<file path="src/hw/rtl/lbp_3x3_pixel_stream_macros.svh">
// Assertion macros used by the top-level RTL file of the LBP pixel stream block.
`ifndef LBP_3X3_PIXEL_STREAM_MACROS_SVH
`define LBP_3X3_PIXEL_STREAM_MACROS_SVH

// Condition that must hold at every clock edge outside reset
`define LBPPS_ASSERT_ALWAYS(label, cond, msg) \
    label: assert property (@(posedge clk) disable iff (!rst_n) (cond)) else $error(msg);

// Same-cycle implication
`define LBPPS_ASSERT_IMPL(label, ante, cons, msg) \
    label: assert property (@(posedge clk) disable iff (!rst_n) (ante) |-> (cons)) \
        else $error(msg);

// Next-cycle implication
`define LBPPS_ASSERT_NEXT(label, ante, cons, msg) \
    label: assert property (@(posedge clk) disable iff (!rst_n) (ante) |=> (cons)) \
        else $error(msg);

`endif

</file>
<file path="src/hw/rtl/lbpps_pkg.sv">
// Shared types, constants and the LBP code function of the LBP pixel stream block.
package lbpps_pkg;

    localparam int PIX_W       = 8;
    localparam int CFG_W_BITS  = 11;
    localparam int CFG_H_BITS  = 13;
    localparam int CFG_ADDR_W  = 1;
    localparam int DEF_MAX_WIDTH = 1024;

    // Register indexes on the configuration port
    localparam logic [CFG_ADDR_W-1:0] REG_FRAME_WIDTH  = 1'd0;
    localparam logic [CFG_ADDR_W-1:0] REG_FRAME_HEIGHT = 1'd1;

    // Register reset values
    localparam logic [CFG_W_BITS-1:0] FRAME_WIDTH_RST  = 11'd1024;
    localparam logic [CFG_H_BITS-1:0] FRAME_HEIGHT_RST = 13'd1024;

    // Item kinds carried in tuser
    localparam logic OP_PIXEL = 1'b0;
    localparam logic OP_FLUSH = 1'b1;

    typedef logic [PIX_W-1:0] pix_t;

    // 3x3 window, index = row*3 + col, row 0 is the oldest line
    typedef logic [8:0][PIX_W-1:0] win_t;

    // One line store entry: the pixel two lines up and the one a line up
    typedef struct packed {
        pix_t upper;
        pix_t middle;
    } line_pair_t;

    // Neighbor positions for code bits 0..7 (center at 4 is skipped)
    localparam int unsigned LBP_POS [8] = '{0, 1, 2, 3, 5, 6, 7, 8};

    // Bit i is set when neighbor i is at least the center
    function automatic pix_t lbp_code(input win_t w);
        pix_t code;
        code = '0;
        for (int i = 0; i < 8; i++)
        begin
            code[i] = (w[LBP_POS[i]] >= w[4]);
        end
        return code;
    endfunction

endpackage

</file>
<file path="src/hw/rtl/lbpps_window.sv">
// 3x3 window registers and the LBP code of the window after the next shift.
module lbpps_window (
    input  logic                  clk,
    input  logic                  rst_n,
    input  logic                  shift_en,
    input  lbpps_pkg::line_pair_t col_in,
    input  lbpps_pkg::pix_t       pix,
    output lbpps_pkg::pix_t       code,
    output lbpps_pkg::pix_t       center
);
    import lbpps_pkg::*;

    win_t win_reg;
    win_t win_next;

    // Shift every row left by one and load the new column on the right
    always_comb
    begin
        win_next = win_reg;
        for (int r = 0; r < 3; r++)
        begin
            win_next[r*3]     = win_reg[r*3 + 1];
            win_next[r*3 + 1] = win_reg[r*3 + 2];
        end
        win_next[2] = col_in.upper;
        win_next[5] = col_in.middle;
        win_next[8] = pix;
    end

    always_ff @(posedge clk or negedge rst_n)
    begin
        if (!rst_n)
        begin
            win_reg <= '0;
        end
        else if (shift_en)
        begin
            win_reg <= win_next;
        end
    end

    assign code   = lbp_code(win_next);
    assign center = win_next[4];

endmodule

</file>
<file path="config.mk">
export PLATFORM = sky130hd
export DESIGN_NAME = lbpps_window
export DESIGN_NICKNAME = d
export VERILOG_FILES = /design/src/hw/rtl/lbp_3x3_pixel_stream_macros.svh /design/src/hw/rtl/lbpps_pkg.sv /design/src/hw/rtl/lbpps_window.sv
export SDC_FILE = /design/constraint.sdc
export NUM_CORES = 1
export LEC_CHECK = 0
export BUFFER_PORTS_ARGS = -buffer_cell sky130_fd_sc_hd__buf_4
export CAP_MARGIN = 20
export CORE_MARGIN = 1.5
export CORE_UTILIZATION = 50
export CTS_CLUSTER_DIAMETER = 50
export DETAILED_ROUTE_END_ITERATION = 10
export GPL_TIMING_DRIVEN = 0
export PLACE_DENSITY = 0.67
export SKIP_LAST_GASP = 1
export SLEW_MARGIN = 20
export SYNTH_ARGS = -nofsm -noshare
export SYNTH_HDL_FRONTEND = slang
export SYNTH_SLANG_ARGS = --single-unit
export TNS_END_PERCENT = 10
</file>
<file path="constraint.sdc">
create_clock -name clk -period 2.1 [get_ports clk]
set_input_delay 0.42 -clock clk [delete_from_list [all_inputs] [get_ports clk]]
set_output_delay 0.42 -clock clk [all_outputs]
set_load 0.02 [all_outputs]
</file>
==> impl_metrics.json <==
{
  "grt_max_degree": 49,
  "grtUsageMet2": 0.364,
  "start_kind": "register",
  "netlist.area_leader.share": 0.360,
  "dp.cells": 392,
  "critical_path.cell_chain": "clkinvlp_4, buf_6, ha_4, and3_4, a221oi_2, o21ai_1, buf_4",
  "ys_warn_count": 0,
  "syn-instance-count": 274,
  "yosysMostFrequentCell": "ha_1",
  "ys_seq_elements": 48,
  "cts.htree.levels": 2,
  "critPathArrivalTime_ns": 1.99,
  "grt_use_met3": 0.0364,
  "use_met1": 0.278,
  "routed_wl_um": 7100,
  "clk_pin_slew_ns": 0.09,
  "cts-buffers-inserted": 5,
  "status": "finished, violations left",
  "min_period_over_period": 1.15,
  "syn_to_final_growth_pct": 27.1,
  "path_class": "reg -> out",
  "insertedDiodeCount": 0,
  "wire_per_inst_um": 17.2,
  "synth_edf_count": 0,
  "initial_core_util": 0.522,
  "async_flop_share": 1.00,
  "die_w_um": 84.7,
  "drc": 0,
  "setup_slack_ns": -0.314,
  "finalHoldViolations": 0,
  "p_leak_nw": 2.15,
  "worstPathRequired_ns": 1.68,
  "placed_cell_area_um2": 3740,
  "fmax_ghz": 0.414,
  "grt_antenna_before_repair": 0,
  "synth_fp_nets": 365,
  "endpoint_kind": "output port",
  "fin_hold_ws_ns": 0.117,
  "clk-insertion-delay-late_ns": 0.30,
  "yosys-top-cells-count": "64 x ha_1, 48 x dfrtp_1, 36 x mux2_4, 24 x a21o_1, 15 x inv_1",
  "path_buf_inv": 3,
  "grt_usage": 0.212,
  "p_per_area_nw_per_um2": 689,
  "cts.sinks": 48,
  "min_path_type": "in -> async",
  "ant_nets": 0,
  "p_total_mw": 2.92,
  "busiest_layer": "met2",
  "core_um2": 6390,
  "drtPass1Iterations": 4,
  "slew_viol_final": 0,
  "yosys.area.top_type": "dfrtp_1",
  "critical-path-top-delay-family": "buffers and inverters",
  "io-pin-count": 43,
  "syn_area_per_cell_um2": 12.2,
  "layout_min_cycle_time_ns": 2.41,
  "grt_pass1_wl_um": 11800,
  "die_area_um2": 7170,
  "rsz0062_at_grt": "yes",
  "rows": 29,
  "worst_slew_pin_slew_ns": 0.614,
  "clockRootBuffer": "clkbuf_8",
  "synth_cell_types": 18,
  "place.detailed.hpwl_um": 5020,
  "via_per_inst": 5.60,
  "peakVddDrop_uv": 516,
  "yosysSeqAreaShare": 0.360,
  "max-cap-violations": 0,
  "fin_util": 0.664,
  "fin_skew_ns": 0.00746,
  "fp.dieH_um": 84.7,
  "cts_buffer_depth": 2,
  "drtIter0Drc": 57,
  "slew-limit-headroom": 0.590,
  "max_stage_delay_ns": 0.44,
  "ys.flop_type": "dfrtp_1",
  "vias": 2317,
  "cts_tree": "yes",
  "grt_pass1_vias": 2405,
  "synth_top_cells_by_area": "dfrtp_1 36%, ha_1 24%, mux2_4 16%, a21o_1 5.4%, a221oi_1 2.1%",
  "synth_area_um2": 3340,
  "stdcell_area_um2": 4240,
  "grt_overflow_total": 0,
  "portBuffers": 41,
  "finalSetupViolCount": 8,
  "fin_nets": 427,
  "worstPathMaxFanout": 4,
  "crit_slowest_cell": "dfrtp_2",
  "instances_no_fill": 414,
  "violations": "negative setup slack",
  "routabilityCongestion": 0.787,
  "drive_gt1_frac": 0.439
}
[routing by layer]
layer	share of wire	vias up
li1	-	1125
met1	0.45	1144
met2	0.51	42
met3	0.028	6
met4	0.0096	0
met5	0	-
[cells in the final DEF, fill, tap and decap left out]
master	count
buf_4	56
ha_1	52
dfrtp_1	46
mux2_4	36
a21o_1	24
nand2_1	12
o21ai_0	12
ha_4	12
inv_1	10
nand2b_1	8
nand3_1	8
o21ai_1	8
a221oi_2	7
buf_6	6
clkbuf_8	6
clkinvlp_4	5
a31oi_2	5
and3_4	4
and3_1	4
a31oi_1	3
buf_12	3
buf_2	2
dfrtp_2	2
a221oi_1	1
inv_2	1
inv_4	1
clkbuf_1	1
bufinv_16	1
clkinv_4	1
[flip-flops by register name (all words and copies together) (netlist names)]
signal	cells
center	8
win_next	40
[final cells by class]
cell class,count,area [um2]
Tap cell,77,96.3
Inverter,15,70.1
Clock inverter,2,38.8
Timing Repair Buffer,53,410
Sequential cell,48,1200
Timing Repair inverter,2,15.0
Multi-Input combinational cell,196,2170
Clock buffer,6,82.6
Fill cell,490,2150
Buffer,15,151
[path summary, 6_finish.rpt]
check	to	depth (start not counted)	slack (ns)	from
worst max-delay path	code[4]	7	-0.31	center[5]
worst min-delay path	win_next[2]	1	0.12	rst_n
min in group clk	center[2]	3	0.33	col_in[2]
max in group asynchronous	center[5]	1	1.53	rst_n
worst min register to register	win_next[48]	2	0.50	win_next[56]
worst max register to register	center[4]	3	1.01	center[4]
[through the flow]
stage	TNS [ns]	setup slack, ns
2_1_floorplan	0	0.225
3_3_place_gp	-0.324	-0.0771
3_5_place_dp	-0.496	-0.140
4_1_cts	-2.02	-0.257
5_1_grt	-2.95	-0.411
6_report	-2.12	-0.314
[power by group]
part | internal [mW] | switching, mW
sequential | 1.03 | 0.101
clock | 0.390 | 0.319
combinational | 0.584 | 0.494
total | 2.01 | 0.914
[cell families (layout without fill, tap and decap cells)]
logic type / Yosys count / after routing / share of synthesized area
AOI/OAI and AO/OA: 60 / 60 / 0.120
adders and majority gates: 64 / 64 / 0.240
buffers and inverters: 30 / 93 / 0.0623
DFF: 48 / 48 / 0.360
muxes: 36 / 36 / 0.162
and+or+nand+nor: 36 / 36 / 0.0555
[what timing repair did]
item,CTS,global route
endpoints found under the setup margin,8,8
resized for setup,43,0
pin swaps,17,2
setup buffers,12,0
gates cloned,2,0
hold endpoints to repair,0,0
hold buffers,0,0
No activity file was read; power rests on OpenSTA's default activity.
